<file path="config.mk">
export PLATFORM = sky130hd
export DESIGN_NAME = ffba_ctrl
export DESIGN_NICKNAME = d
export VERILOG_FILES = /design/src/rtl/core/assert_macros.svh /design/src/rtl/core/ffba_pkg.sv /design/src/rtl/core/ffba_ctrl.sv
export SDC_FILE = /design/constraint.sdc
export NUM_CORES = 1
export LEC_CHECK = 0
export BUFFER_PORTS_ARGS = -buffer_cell sky130_fd_sc_hd__buf_2
export CELL_PAD_IN_SITES_DETAIL_PLACEMENT = 1
export CELL_PAD_IN_SITES_GLOBAL_PLACEMENT = 1
export CORE_UTILIZATION = 51
export DETAILED_ROUTE_END_ITERATION = 12
export PLACE_DENSITY_LB_ADDON = 0.2
export RECOVER_POWER = 100
export SKIP_LAST_GASP = 1
export SLEW_MARGIN = 20
export SYNTH_ARGS = -nofsm -noshare
export SYNTH_HDL_FRONTEND = slang
export SYNTH_SLANG_ARGS = --single-unit
</file>
<file path="constraint.sdc">
create_clock -name clk_i -period 16 [get_ports clk_i]
set_input_delay 1.6 -clock clk_i [delete_from_list [all_inputs] [get_ports clk_i]]
set_output_delay 1.6 -clock clk_i [all_outputs]
set_load 0.02 [all_outputs]
</file>
<file path="src/rtl/core/assert_macros.svh">
// Assertion helpers; clk_i and rst_ni must exist in the using scope.
`ifndef ASSERT_MACROS_SVH
`define ASSERT_MACROS_SVH

// antecedent implies consequent in the same cycle
`define ASSERT_IMPL(lbl, ante, cons, msg) \
  lbl: assert property (@(posedge clk_i) disable iff (!rst_ni) (ante) |-> (cons)) \
    else $error(msg);

// antecedent implies consequent in the next cycle
`define ASSERT_NEXT(lbl, ante, cons, msg) \
  lbl: assert property (@(posedge clk_i) disable iff (!rst_ni) (ante) |=> (cons)) \
    else $error(msg);

`endif

</file>
<file path="src/rtl/core/ffba_pkg.sv">
// ----------------------------------------------------------------------------
// ffba_pkg
// Shared types and constants of the first-fit block allocator.
// ----------------------------------------------------------------------------
package ffba_pkg;

  localparam int unsigned ArenaBytes  = 4096;
  localparam int unsigned HeaderBytes = 16;
  localparam int unsigned AddrW       = $clog2(ArenaBytes);
  // wide enough for a header offset plus header plus payload
  localparam int unsigned PtrW        = AddrW + 2;

  localparam logic ActAlloc = 1'b0;
  localparam logic ActFree  = 1'b1;

  typedef enum logic [1:0] {
    StOk        = 2'd0,
    StNoFit     = 2'd1,
    StBadAddr   = 2'd2,
    StDoubleFree = 2'd3
  } status_e;

  // one memory word per arena offset
  typedef struct packed {
    logic             hdr;
    logic             used;
    logic [AddrW-1:0] size;
    logic [AddrW-1:0] prev;
  } entry_t;

  localparam int unsigned EntryW = $bits(entry_t);

  typedef struct packed {
    logic             we;
    logic [AddrW-1:0] addr;
    entry_t           wdata;
  } mem_req_t;

endpackage

</file>
<file path="src/rtl/core/ffba_ctrl.sv">
// ----------------------------------------------------------------------------
// ffba_ctrl
// Sequencer: clears the arena table, walks block headers for an allocate,
// and does the split or the two-sided merge with read-modify-write steps.
// ----------------------------------------------------------------------------
module ffba_ctrl import ffba_pkg::*; (
  input  logic             clk_i,
  input  logic             rst_ni,
  input  logic             in_valid_i,
  output logic             in_ready_o,
  input  logic             action_i,
  input  logic [AddrW-1:0] request_size_i,
  input  logic [AddrW-1:0] free_address_i,
  output logic             res_valid_o,
  input  logic             res_ready_i,
  output logic [AddrW-1:0] res_address_o,
  output status_e          res_status_o,
  output mem_req_t         mem_req_o,
  input  entry_t           mem_rdata_i
);

  typedef enum logic [19:0] {
    SClear  = 20'h00001,
    SIdle   = 20'h00002,
    SARd    = 20'h00004,
    SAChk   = 20'h00008,
    SANxRd  = 20'h00010,
    SANxWr  = 20'h00020,
    SANWr   = 20'h00040,
    SAHWr   = 20'h00080,
    SFRd    = 20'h00100,
    SFChk   = 20'h00200,
    SFNRd   = 20'h00400,
    SFNChk  = 20'h00800,
    SFNnRd  = 20'h01000,
    SFNnWr  = 20'h02000,
    SFPv    = 20'h04000,
    SFPChk  = 20'h08000,
    SFXRd   = 20'h10000,
    SFXWr   = 20'h20000,
    SFHWr   = 20'h40000,
    SDone   = 20'h80000
  } state_e;

  localparam logic [PtrW-1:0] HdrP   = PtrW'(HeaderBytes);
  localparam logic [PtrW-1:0] ArenaP = PtrW'(ArenaBytes);

  state_e           state_q, state_d;
  logic [AddrW-1:0] clr_q, clr_d;
  logic [PtrW-1:0]  h_q, h_d;
  logic [AddrW-1:0] ptr_q, ptr_d;
  logic [AddrW-1:0] n_q, n_d;
  logic [AddrW-1:0] rem_q, rem_d;
  logic [AddrW-1:0] req_q, req_d;
  logic [AddrW-1:0] last_q, last_d;
  entry_t           cur_q, cur_d;
  logic [AddrW-1:0] res_addr_q, res_addr_d;
  status_e          res_st_q, res_st_d;

  entry_t           e;
  logic [AddrW-1:0] h12;
  logic [PtrW-1:0]  nxt_h;
  logic [AddrW-1:0] diff;
  logic [AddrW-1:0] merged;
  logic [PtrW-1:0]  nn;
  logic [AddrW-1:0] pmerged;
  logic [PtrW-1:0]  pnx;
  logic [AddrW-1:0] p_off;

  assign e       = mem_rdata_i;
  assign h12     = h_q[AddrW-1:0];
  assign nxt_h   = h_q + HdrP + PtrW'(e.size);
  assign diff    = e.size - req_q;
  assign merged  = cur_q.size + AddrW'(HeaderBytes) + e.size;
  assign nn      = h_q + HdrP + PtrW'(merged);
  assign pmerged = e.size + AddrW'(HeaderBytes) + cur_q.size;
  assign pnx     = PtrW'(cur_q.prev) + HdrP + PtrW'(pmerged);
  assign p_off   = free_address_i - AddrW'(HeaderBytes);

  assign in_ready_o    = (state_q == SIdle);
  assign res_valid_o   = (state_q == SDone);
  assign res_address_o = res_addr_q;
  assign res_status_o  = res_st_q;

  always_comb begin
    state_d    = state_q;
    clr_d      = clr_q;
    h_d        = h_q;
    ptr_d      = ptr_q;
    n_d        = n_q;
    rem_d      = rem_q;
    req_d      = req_q;
    last_d     = last_q;
    cur_d      = cur_q;
    res_addr_d = res_addr_q;
    res_st_d   = res_st_q;
    mem_req_o  = '0;

    unique case (state_q)
      SClear: begin
        mem_req_o.we   = 1'b1;
        mem_req_o.addr = clr_q;
        if (clr_q == '0) begin
          mem_req_o.wdata.hdr  = 1'b1;
          mem_req_o.wdata.size = AddrW'(ArenaBytes - HeaderBytes);
        end
        clr_d = clr_q + 1'b1;
        if (clr_q == AddrW'(ArenaBytes - 1)) begin
          state_d = SIdle;
        end
      end
      SIdle: begin
        if (in_valid_i) begin
          req_d      = request_size_i;
          res_addr_d = '0;
          if (action_i == ActAlloc) begin
            h_d     = '0;
            state_d = SARd;
          end else if (free_address_i < AddrW'(HeaderBytes) || p_off > last_q) begin
            res_st_d = StBadAddr;
            state_d  = SDone;
          end else begin
            h_d     = PtrW'(p_off);
            state_d = SFRd;
          end
        end
      end
      SARd: begin
        mem_req_o.addr = h12;
        state_d        = SAChk;
      end
      SAChk: begin
        cur_d = e;
        if (!e.used && e.size >= req_q) begin
          if (diff > AddrW'(HeaderBytes)) begin
            // split; the remainder header always lands inside the arena
            n_d        = AddrW'(h_q + HdrP + PtrW'(req_q));
            rem_d      = diff - AddrW'(HeaderBytes);
            cur_d.size = req_q;
            if (h12 != last_q) begin
              if (nxt_h < ArenaP) begin
                ptr_d   = nxt_h[AddrW-1:0];
                state_d = SANxRd;
              end else begin
                state_d = SANWr;
              end
            end else begin
              last_d  = AddrW'(h_q + HdrP + PtrW'(req_q));
              state_d = SANWr;
            end
          end else begin
            state_d = SAHWr;
          end
        end else if (h12 == last_q || nxt_h >= ArenaP) begin
          res_st_d = StNoFit;
          state_d  = SDone;
        end else begin
          h_d     = nxt_h;
          state_d = SARd;
        end
      end
      SANxRd: begin
        mem_req_o.addr = ptr_q;
        state_d        = SANxWr;
      end
      SANxWr: begin
        mem_req_o.we         = 1'b1;
        mem_req_o.addr       = ptr_q;
        mem_req_o.wdata      = e;
        mem_req_o.wdata.prev = n_q;
        state_d              = SANWr;
      end
      SANWr: begin
        mem_req_o.we         = 1'b1;
        mem_req_o.addr       = n_q;
        mem_req_o.wdata.hdr  = 1'b1;
        mem_req_o.wdata.used = 1'b0;
        mem_req_o.wdata.size = rem_q;
        mem_req_o.wdata.prev = h12;
        state_d              = SAHWr;
      end
      SAHWr: begin
        mem_req_o.we         = 1'b1;
        mem_req_o.addr       = h12;
        mem_req_o.wdata      = cur_q;
        mem_req_o.wdata.used = 1'b1;
        res_addr_d           = h12 + AddrW'(HeaderBytes);
        res_st_d             = StOk;
        state_d              = SDone;
      end
      SFRd: begin
        mem_req_o.addr = h12;
        state_d        = SFChk;
      end
      SFChk: begin
        if (!e.hdr) begin
          res_st_d = StBadAddr;
          state_d  = SDone;
        end else if (!e.used) begin
          res_st_d = StDoubleFree;
          state_d  = SDone;
        end else begin
          cur_d      = e;
          cur_d.used = 1'b0;
          if (h12 != last_q && nxt_h < ArenaP) begin
            ptr_d   = nxt_h[AddrW-1:0];
            state_d = SFNRd;
          end else begin
            state_d = SFPv;
          end
        end
      end
      SFNRd: begin
        mem_req_o.addr = ptr_q;
        state_d        = SFNChk;
      end
      SFNChk: begin
        state_d = SFPv;
        if (!e.used) begin
          cur_d.size          = merged;
          mem_req_o.we        = 1'b1;
          mem_req_o.addr      = ptr_q;
          mem_req_o.wdata     = e;
          mem_req_o.wdata.hdr = 1'b0;
          if (ptr_q == last_q) begin
            last_d = h12;
          end else if (nn < ArenaP) begin
            ptr_d   = nn[AddrW-1:0];
            state_d = SFNnRd;
          end
        end
      end
      SFNnRd: begin
        mem_req_o.addr = ptr_q;
        state_d        = SFNnWr;
      end
      SFNnWr: begin
        mem_req_o.we         = 1'b1;
        mem_req_o.addr       = ptr_q;
        mem_req_o.wdata      = e;
        mem_req_o.wdata.prev = h12;
        state_d              = SFPv;
      end
      SFPv: begin
        mem_req_o.addr = cur_q.prev;
        state_d        = (h12 == '0) ? SFHWr : SFPChk;
      end
      SFPChk: begin
        state_d = SFHWr;
        if (!e.used) begin
          mem_req_o.we         = 1'b1;
          mem_req_o.addr       = cur_q.prev;
          mem_req_o.wdata      = e;
          mem_req_o.wdata.size = pmerged;
          cur_d.hdr            = 1'b0;
          if (h12 == last_q) begin
            last_d = cur_q.prev;
          end else if (pnx < ArenaP) begin
            ptr_d   = pnx[AddrW-1:0];
            state_d = SFXRd;
          end
        end
      end
      SFXRd: begin
        mem_req_o.addr = ptr_q;
        state_d        = SFXWr;
      end
      SFXWr: begin
        mem_req_o.we         = 1'b1;
        mem_req_o.addr       = ptr_q;
        mem_req_o.wdata      = e;
        mem_req_o.wdata.prev = cur_q.prev;
        state_d              = SFHWr;
      end
      SFHWr: begin
        mem_req_o.we    = 1'b1;
        mem_req_o.addr  = h12;
        mem_req_o.wdata = cur_q;
        res_st_d        = StOk;
        state_d         = SDone;
      end
      SDone: begin
        if (res_ready_i) begin
          state_d = SIdle;
        end
      end
      default: state_d = SIdle;
    endcase
  end

  always_ff @(posedge clk_i or negedge rst_ni) begin
    if (!rst_ni) begin
      state_q <= SClear;
      clr_q   <= '0;
      last_q  <= '0;
    end else begin
      state_q <= state_d;
      clr_q   <= clr_d;
      last_q  <= last_d;
    end
  end

  always_ff @(posedge clk_i) begin
    h_q        <= h_d;
    ptr_q      <= ptr_d;
    n_q        <= n_d;
    rem_q      <= rem_d;
    req_q      <= req_d;
    cur_q      <= cur_d;
    res_addr_q <= res_addr_d;
    res_st_q   <= res_st_d;
  end

endmodule

</file>
==> results_dict.tcl, run 1 <==
set metrics [dict create \
    post-route-period-util_pct 45.30 \
    switching_share_pct 47.99 \
    setup_viol 0 \
    dr.pass1.iters 9 \
    die-height_um 153.1 \
    p_clk_share_pct 18.9 \
    worstReg2RegEnd "ptr_q[2]$_DFFE_PP_" \
    yosys_warnings 0 \
    cts_tree "built" \
    syn_inst 1238 \
    hp-class "reg -> reg" \
    synth-xor-area-share_pct 7.825 \
    grt_max_degree 45 \
    start_kind "flip-flop" \
    p_seq_share_pct 26.0 \
    dp_cells 1600 \
    ys_ff_latch 146 \
    nFillCells 2624 \
    powerDensity_nw_per_um2 173.6 \
    worstSkewPairLatency_ns 0.45 \
    worstHoldEndpoint "state_q[5]$_DFFE_PN0P_" \
    clkSinkCount 146 \
    synth-simple-area-share_pct 18.49 \
    grt_use_total_pct 38.36 \
    worst_hold_path.num_cells 1 \
    peakVddDrop_uv 90.24 \
    r2r_slack_ns 9.86 \
    synthToLayoutAreaGrowth_pct 10.73 \
    syn-cell-area_sq_um 11640 \
    dieArea_sq_um 23430 \
    top_level_ports 110 \
    synth_flop_cell "edfxtp_1" \
    cp_max_fo 33 \
    clockBufferDepth 2 \
    drtIter0Drc 1218 \
    p_int_mw 1.164 \
    worstHoldStart "state_q[5]$_DFFE_PN0P_" \
    synth-edff-count 102 \
    start_util_pct 52.68 \
    synth_async_sr_flop_share_pct 30.14 \
    routed-via-count 10970 \
    gp_congestion 0.9901 \
    rsz0062_at_grt "no" \
    syn_avg_cell_area_sq_um 9.402 \
    path_class "reg -> out" \
    grt_pass1_vias 11340 \
    power_leakage_nw 5.507 \
    min_period_ns 7.248 \
    slew_headroom_pct -78.86 \
    avgRoutedWirePerCell_um 27.25 \
    reg2regPathDepth 20 \
    cts_made_buffers 17 \
    syn_nets 1409 \
    drive_gt1_share_pct 7.322 \
    hpwl_um 34130 \
    required_ns 14.40 \
    synth_compound_gate_area_share_pct 19.03 \
    final_nets 1510 \
    core_area_sq_um 22090 \
    synthMuxAreaShare_pct 1.634 \
    ant_nets 0 \
    drv_slew 118 \
    cts-htree-levels 4 \
    netSwitchingPower_mw 1.074 \
    synth.distinct_cells 78 \
    failed_checks "capacitance limit, slew limit" \
    diodes 0 \
    worst_pin_slew_ns 2.673 \
    skew_ns 0.01939 \
    layout_common_cells "nand2_1, ha_1, edfxtp_1" \
    cts_hold_buf 0 \
    final_cells 1632 \
    synth_top_family_by_area "compound AO/OA/AOI/OAI gates" \
    crit_path_end_kind "primary output" \
    synth_fa_ha_area_share_pct 12.86 \
    drt_wl_total_um 44460 \
    status "finished with violations" \
    maxCapViolations 4 \
    hold_violations 0 \
    final_common_cell "nand2_1" \
    fin_tns_setup_ns 0 \
    viasPerCell 6.724 \
    clockRootBuffer "clkbuf_16" \
    core.rowCount 54 \
    cts_setup_buffers 0 \
    route.detailed.drc 0 \
    antenna_found_initial 1 \
    cts_resized 0 \
    fmax_ghz 0.1380 \
    crit_arrival_ns 5.65 \
    cts.clk_slew.worst_paths_ns 0.07 \
    worstReg2RegStart "cur_q[13]$_DFFE_PP_" \
    p_comb_share_pct 55.1 \
    port_buffers 109 \
    ys_seq_area_share_pct 35.78 \
    grt.overflow.total 0 \
    grt_first_pass_wirelength_um 67460 \
    die_w_um 153.1 \
]
==> worst max-delay path by stage <==
stage | from | endpoint | slack, ns | depth (start not counted)
detailed placement | mem_rdata_i[13] | ptr_q[1]$_DFFE_PP_ | 9.04 | 21
floorplan | mem_rdata_i[13] | ptr_q[0]$_DFFE_PP_ | 9.01 | 19
CTS | mem_rdata_i[13] | ptr_q[2]$_DFFE_PP_ | 9.38 | 21
global placement | mem_rdata_i[13] | ptr_q[0]$_DFFE_PP_ | 9.13 | 21
global route | state_q[5]$_DFFE_PN0P_ | mem_req_o[23] | 8.58 | 8
finish | state_q[12]$_DFFE_PN0P_ | mem_req_o[9] | 8.75 | 10
==> area by class of cell <==
cell class	instances	area (sq um)	share of cell area (%)
flip-flops and latches	146	4165	32.32
inverters	89	334.1	2.592
clock buffers	21	485.5	3.767
well taps	280	350.3	2.718
clock inverters	11	110.1	0.8543
repair buffers	123	543.0	4.213
multi-input cells	962	6900	53.54
==> Yosys cell counts, drive strengths merged (23+ instances only) <==
library cell    n  area [sq um]
a21oi          55         275.3
a222oi         24         240.2
clkbuf         30         112.6
dfrtp          43          1076
edfxtp        102          3063
ha            110          1376
inv            89         334.1
nand2         145         544.3
nand3          37         185.2
nor2           74         277.8
nor3           23         115.1
o21ai          61         305.3
xnor2          65         569.3
xor2           39         341.6
==> logic make-up after synthesis <==
family / after synthesis
buf+inv: 130
fa+ha+maj: 116
xor+xnor: 104
flops: 146
mux: 14
compound gates: 305
simple gates: 423
==> critical path, stage by stage (launching register included) <==
cell and delay (ns):
dfrtp_1 0.44, or4_1 0.61, nor4_1 0.71, nor3b_1 0.47
and3b_1 0.22, clkbuf_1 1.40, nor2_1 0.17, nor2_1 0.70
nand2_1 0.13, nand2_1 0.10, clkbuf_1 0.24
==> power groups by stage <==
stage          Sequential [mW]  Combinational [mW]  Clock, mW
4_1_cts                  0.575                1.22      0.421
6_report                 0.581                1.23      0.423
3_3_place_gp             0.579                1.16          0
5_1_grt                  0.582                1.32      0.432
2_1_floorplan            0.553               0.805          0
3_5_place_dp             0.582                1.20          0
==> metrics by stage <==
| step | cell area [sq um] | util, % | hold slack (ns) | power [mW] | setup WS, ns |
|---|---|---|---|---|---|
| 2_1_floorplan | 11640 | - | 0.4725 | 1.357 | 9.006 |
| 3_3_place_gp | 12480 | 56.48 | 0.5011 | 1.742 | 9.132 |
| 3_5_place_dp | 12480 | 56.48 | 0.5183 | 1.783 | 9.035 |
| 4_1_cts | 13070 | 59.17 | 0.5324 | 2.214 | 9.377 |
| 5_1_grt | 12890 | 58.34 | 0.5643 | 2.332 | 8.583 |
| 6_report | 12890 | 58.34 | 0.5290 | 2.238 | 8.752 |
==> flip-flops by register name, summed over array words and instances, names as in the netlist <==
| name | cells |
|---|---|
| clr_q | 12 |
| cur_q | 26 |
| h_q | 14 |
| last_q | 12 |
| n_q | 12 |
| ptr_q | 12 |
| rem_q | 12 |
| req_q | 12 |
| res_address_o | 12 |
| res_status_o | 2 |
| state_q | 20 |
==> routing by layer <==
layer  GRT usage, %  wire (um)  up-vias
met5              0          0        -
met4          18.71       2203        0
met3          7.428       3845      148
met2          64.75      21120      594
met1          46.95      17290     5420
li1               -          -     4812
No activity file was read; power rests on OpenSTA's default activity.
==> run 2, diff against run 1 <==
- CORE_UTILIZATION: 51 -> 47
- clock period: 16 -> 7.44 ns (I/O delays scaled with it)
==> run 2 against run 1 <==
The run still ends with capacitance limit, slew limit left. Via count down 3.7%. Sequential power up 120%. Critical path depth up 11. Die area up 8.4%. Non-clock buffer count down 3. Register-to-register slack worse by 8.5 ns. Routed wire length down 5.9%. Cell area up 0.45%. Sequential share of layout area down 0.14 points. First-iteration DRC count down 21%. Clock skew down 0.0029 ns. Critical path type is now in -> reg.
==> results_dict.tcl, run 2 (same netlist as run 1, synthesis figures left out) <==
set metrics [dict create \
    antenna_found_initial 0 \
    gp_congestion 0.9706 \
    status "finished with violations" \
    ant_nets 0 \
    port_buffers 109 \
    drive_gt1_share_pct 7.339 \
    top_register "cur_q" \
    final_nets 1507 \
    clockBufferDepth 2 \
    clkSinkCount 146 \
    synthToLayoutAreaGrowth_pct 11.22 \
    cts_tree "built" \
    grt_pass1_vias 10750 \
    r2r_slack_ns 1.41 \
    netSwitchingPower_mw 2.231 \
    reg2regPathDepth 20 \
    worstReg2RegEnd "ptr_q[9]$_DFFE_PP_" \
    route.detailed.drc 0 \
    cts_setup_buffers 0 \
    cts-htree-levels 4 \
    place_area_sq_um 12510 \
    hold_violations 0 \
    fin_hold_ws_ns 0.4727 \
    largest_reg_flops 26 \
    post-route-period-util_pct 83.05 \
    cts_resized 0 \
    dr.pass1.iters 9 \
    min_period_ns 6.179 \
    required_ns 7.50 \
    routed-via-count 10570 \
    fmax_ghz 0.1618 \
    avgRoutedWirePerCell_um 25.01 \
    maxCapViolations 4 \
    drt_wl_total_um 41860 \
    grt_use_total_pct 33.20 \
    slew_headroom_pct -77.24 \
    p_int_mw 2.506 \
    core_area_sq_um 24320 \
    cts_made_buffers 17 \
    cts.clk_slew.worst_paths_ns 0.07 \
    dieArea_sq_um 25400 \
    grt_max_degree 45 \
    die_w_um 159.4 \
    startpoint "mem_rdata_i[13]" \
    final_cells 1674 \
    core.rowCount 57 \
    p_seq_share_pct 26.4 \
    skew_ns 0.01645 \
    peakVddDrop_uv 147.8 \
    crit_arrival_ns 6.24 \
    drv_slew 118 \
    switching_share_pct 47.09 \
    drtIter0Drc 957 \
    clockRootBuffer "clkbuf_16" \
    path_class "in -> reg" \
    die-height_um 159.4 \
    grt_first_pass_wirelength_um 63060 \
    p_comb_share_pct 54.5 \
    layout_common_cells "nand2_1, ha_1, edfxtp_1" \
    power_leakage_nw 5.507 \
    final_cell_area_sq_um 12950 \
    setup_viol 0 \
    cts_hold_buf 0 \
    start_util_pct 47.86 \
    start_kind "input port" \
    top_level_ports 110 \
    p_clk_share_pct 19.2 \
    crit_path_end_kind "flip-flop" \
    cp-endpoint "ptr_q[9]$_DFFE_PP_" \
    reg_top3 "cur_q (26), state_q (20), h_q (14)" \
    worst_pin_slew_ns 2.649 \
    hpwl_um 32820 \
    rsz0062_at_grt "no" \
    dp_cells 1641 \
    grt.overflow.total 0 \
    failed_checks "capacitance limit, slew limit" \
    cp_max_fo 12 \
    powerDensity_nw_per_um2 365.9 \
    final_common_cell "nand2_1" \
    viasPerCell 6.312 \
    worstSkewPairLatency_ns 0.44 \
    total_power_mw 4.737 \
    hp-class "in -> reg" \
    worstReg2RegStart "cur_q[13]$_DFFE_PP_" \
    fin_tns_setup_ns 0 \
]
-- run 2: cell count changes in the layout (fill, tap and decap cells not counted), moves of 2 or more --
cell,delta
clkbuf_1,-3
buf_2,+2
buf_4,-2
clkinv_4,+2
inv_4,-2
-- run 2: layer usage --
layer	GRT usage (%)	up-vias	routed length, um
li1	-	4814	-
met1	41.05	5198	17140
met2	54.17	432	19420
met3	6.642	123	2895
met4	18.97	0	2410
met5	0	-	0
-- run 2: power groups by stage --
| stage | Clock [mW] | Combinational [mW] | Sequential, mW |
|---|---|---|---|
| floorplan | 0 | 1.73 | 1.19 |
| global placement | 0 | 2.46 | 1.25 |
| detailed placement | 0 | 2.53 | 1.26 |
| CTS | 0.919 | 2.55 | 1.24 |
| global route | 0.943 | 2.79 | 1.25 |
| finish | 0.907 | 2.58 | 1.25 |
-- run 2: layout make-up --
class / instances / area [sq um]
antenna: 1 / 2.502
clock buffer: 21 / 496.7
clock inverter: 11 / 111.4
fill: 2851 / 11370
inverter: 89 / 334.1
multi-input combinational: 962 / 6904
sequential: 146 / 4165
tap: 324 / 405.4
timing repair buffer: 120 / 526.8
-- run 2: per-stage QoR --
stage          setup WS [ns]  utilization (%)
2_1_floorplan          1.302                -
3_3_place_gp           1.371            51.44
3_5_place_dp           1.250            51.44
4_1_cts                1.639            53.94
5_1_grt               0.9059            53.22
6_report               1.261            53.23
-- run 2: worst min path at each step --
stage                           start                endpoint  depth (start not counted)
2_1_floorplan                  rst_ni    clr_q[0]$_DFFE_PN0N_                          0
3_3_place_gp   state_q[5]$_DFFE_PN0P_  state_q[5]$_DFFE_PN0P_                          1
3_5_place_dp   state_q[5]$_DFFE_PN0P_  state_q[5]$_DFFE_PN0P_                          1
4_1_cts             request_size_i[8]      req_q[8]$_DFFE_PP_                          1
5_1_grt             request_size_i[5]      req_q[5]$_DFFE_PP_                          1
6_report            request_size_i[4]      req_q[4]$_DFFE_PP_                          1
-- run 2: critical path: stages --
cell and delay (ns):
clkbuf_1 0.24, ha_1 0.30, ha_1 0.24, fa_1 0.41
a21o_1 0.17, a21oi_1 0.24, o21bai_1 0.13, a2111o_1 0.47
a31o_2 0.25, a21oi_1 0.18, xnor2_1 0.22, inv_1 0.11
ha_1 0.29, ha_1 0.35, and4_1 0.19, a221oi_1 0.32
mux2i_1 0.23, nand2_1 0.12, o221a_2 0.26, a221oi_1 0.28
clkbuf_1 0.52
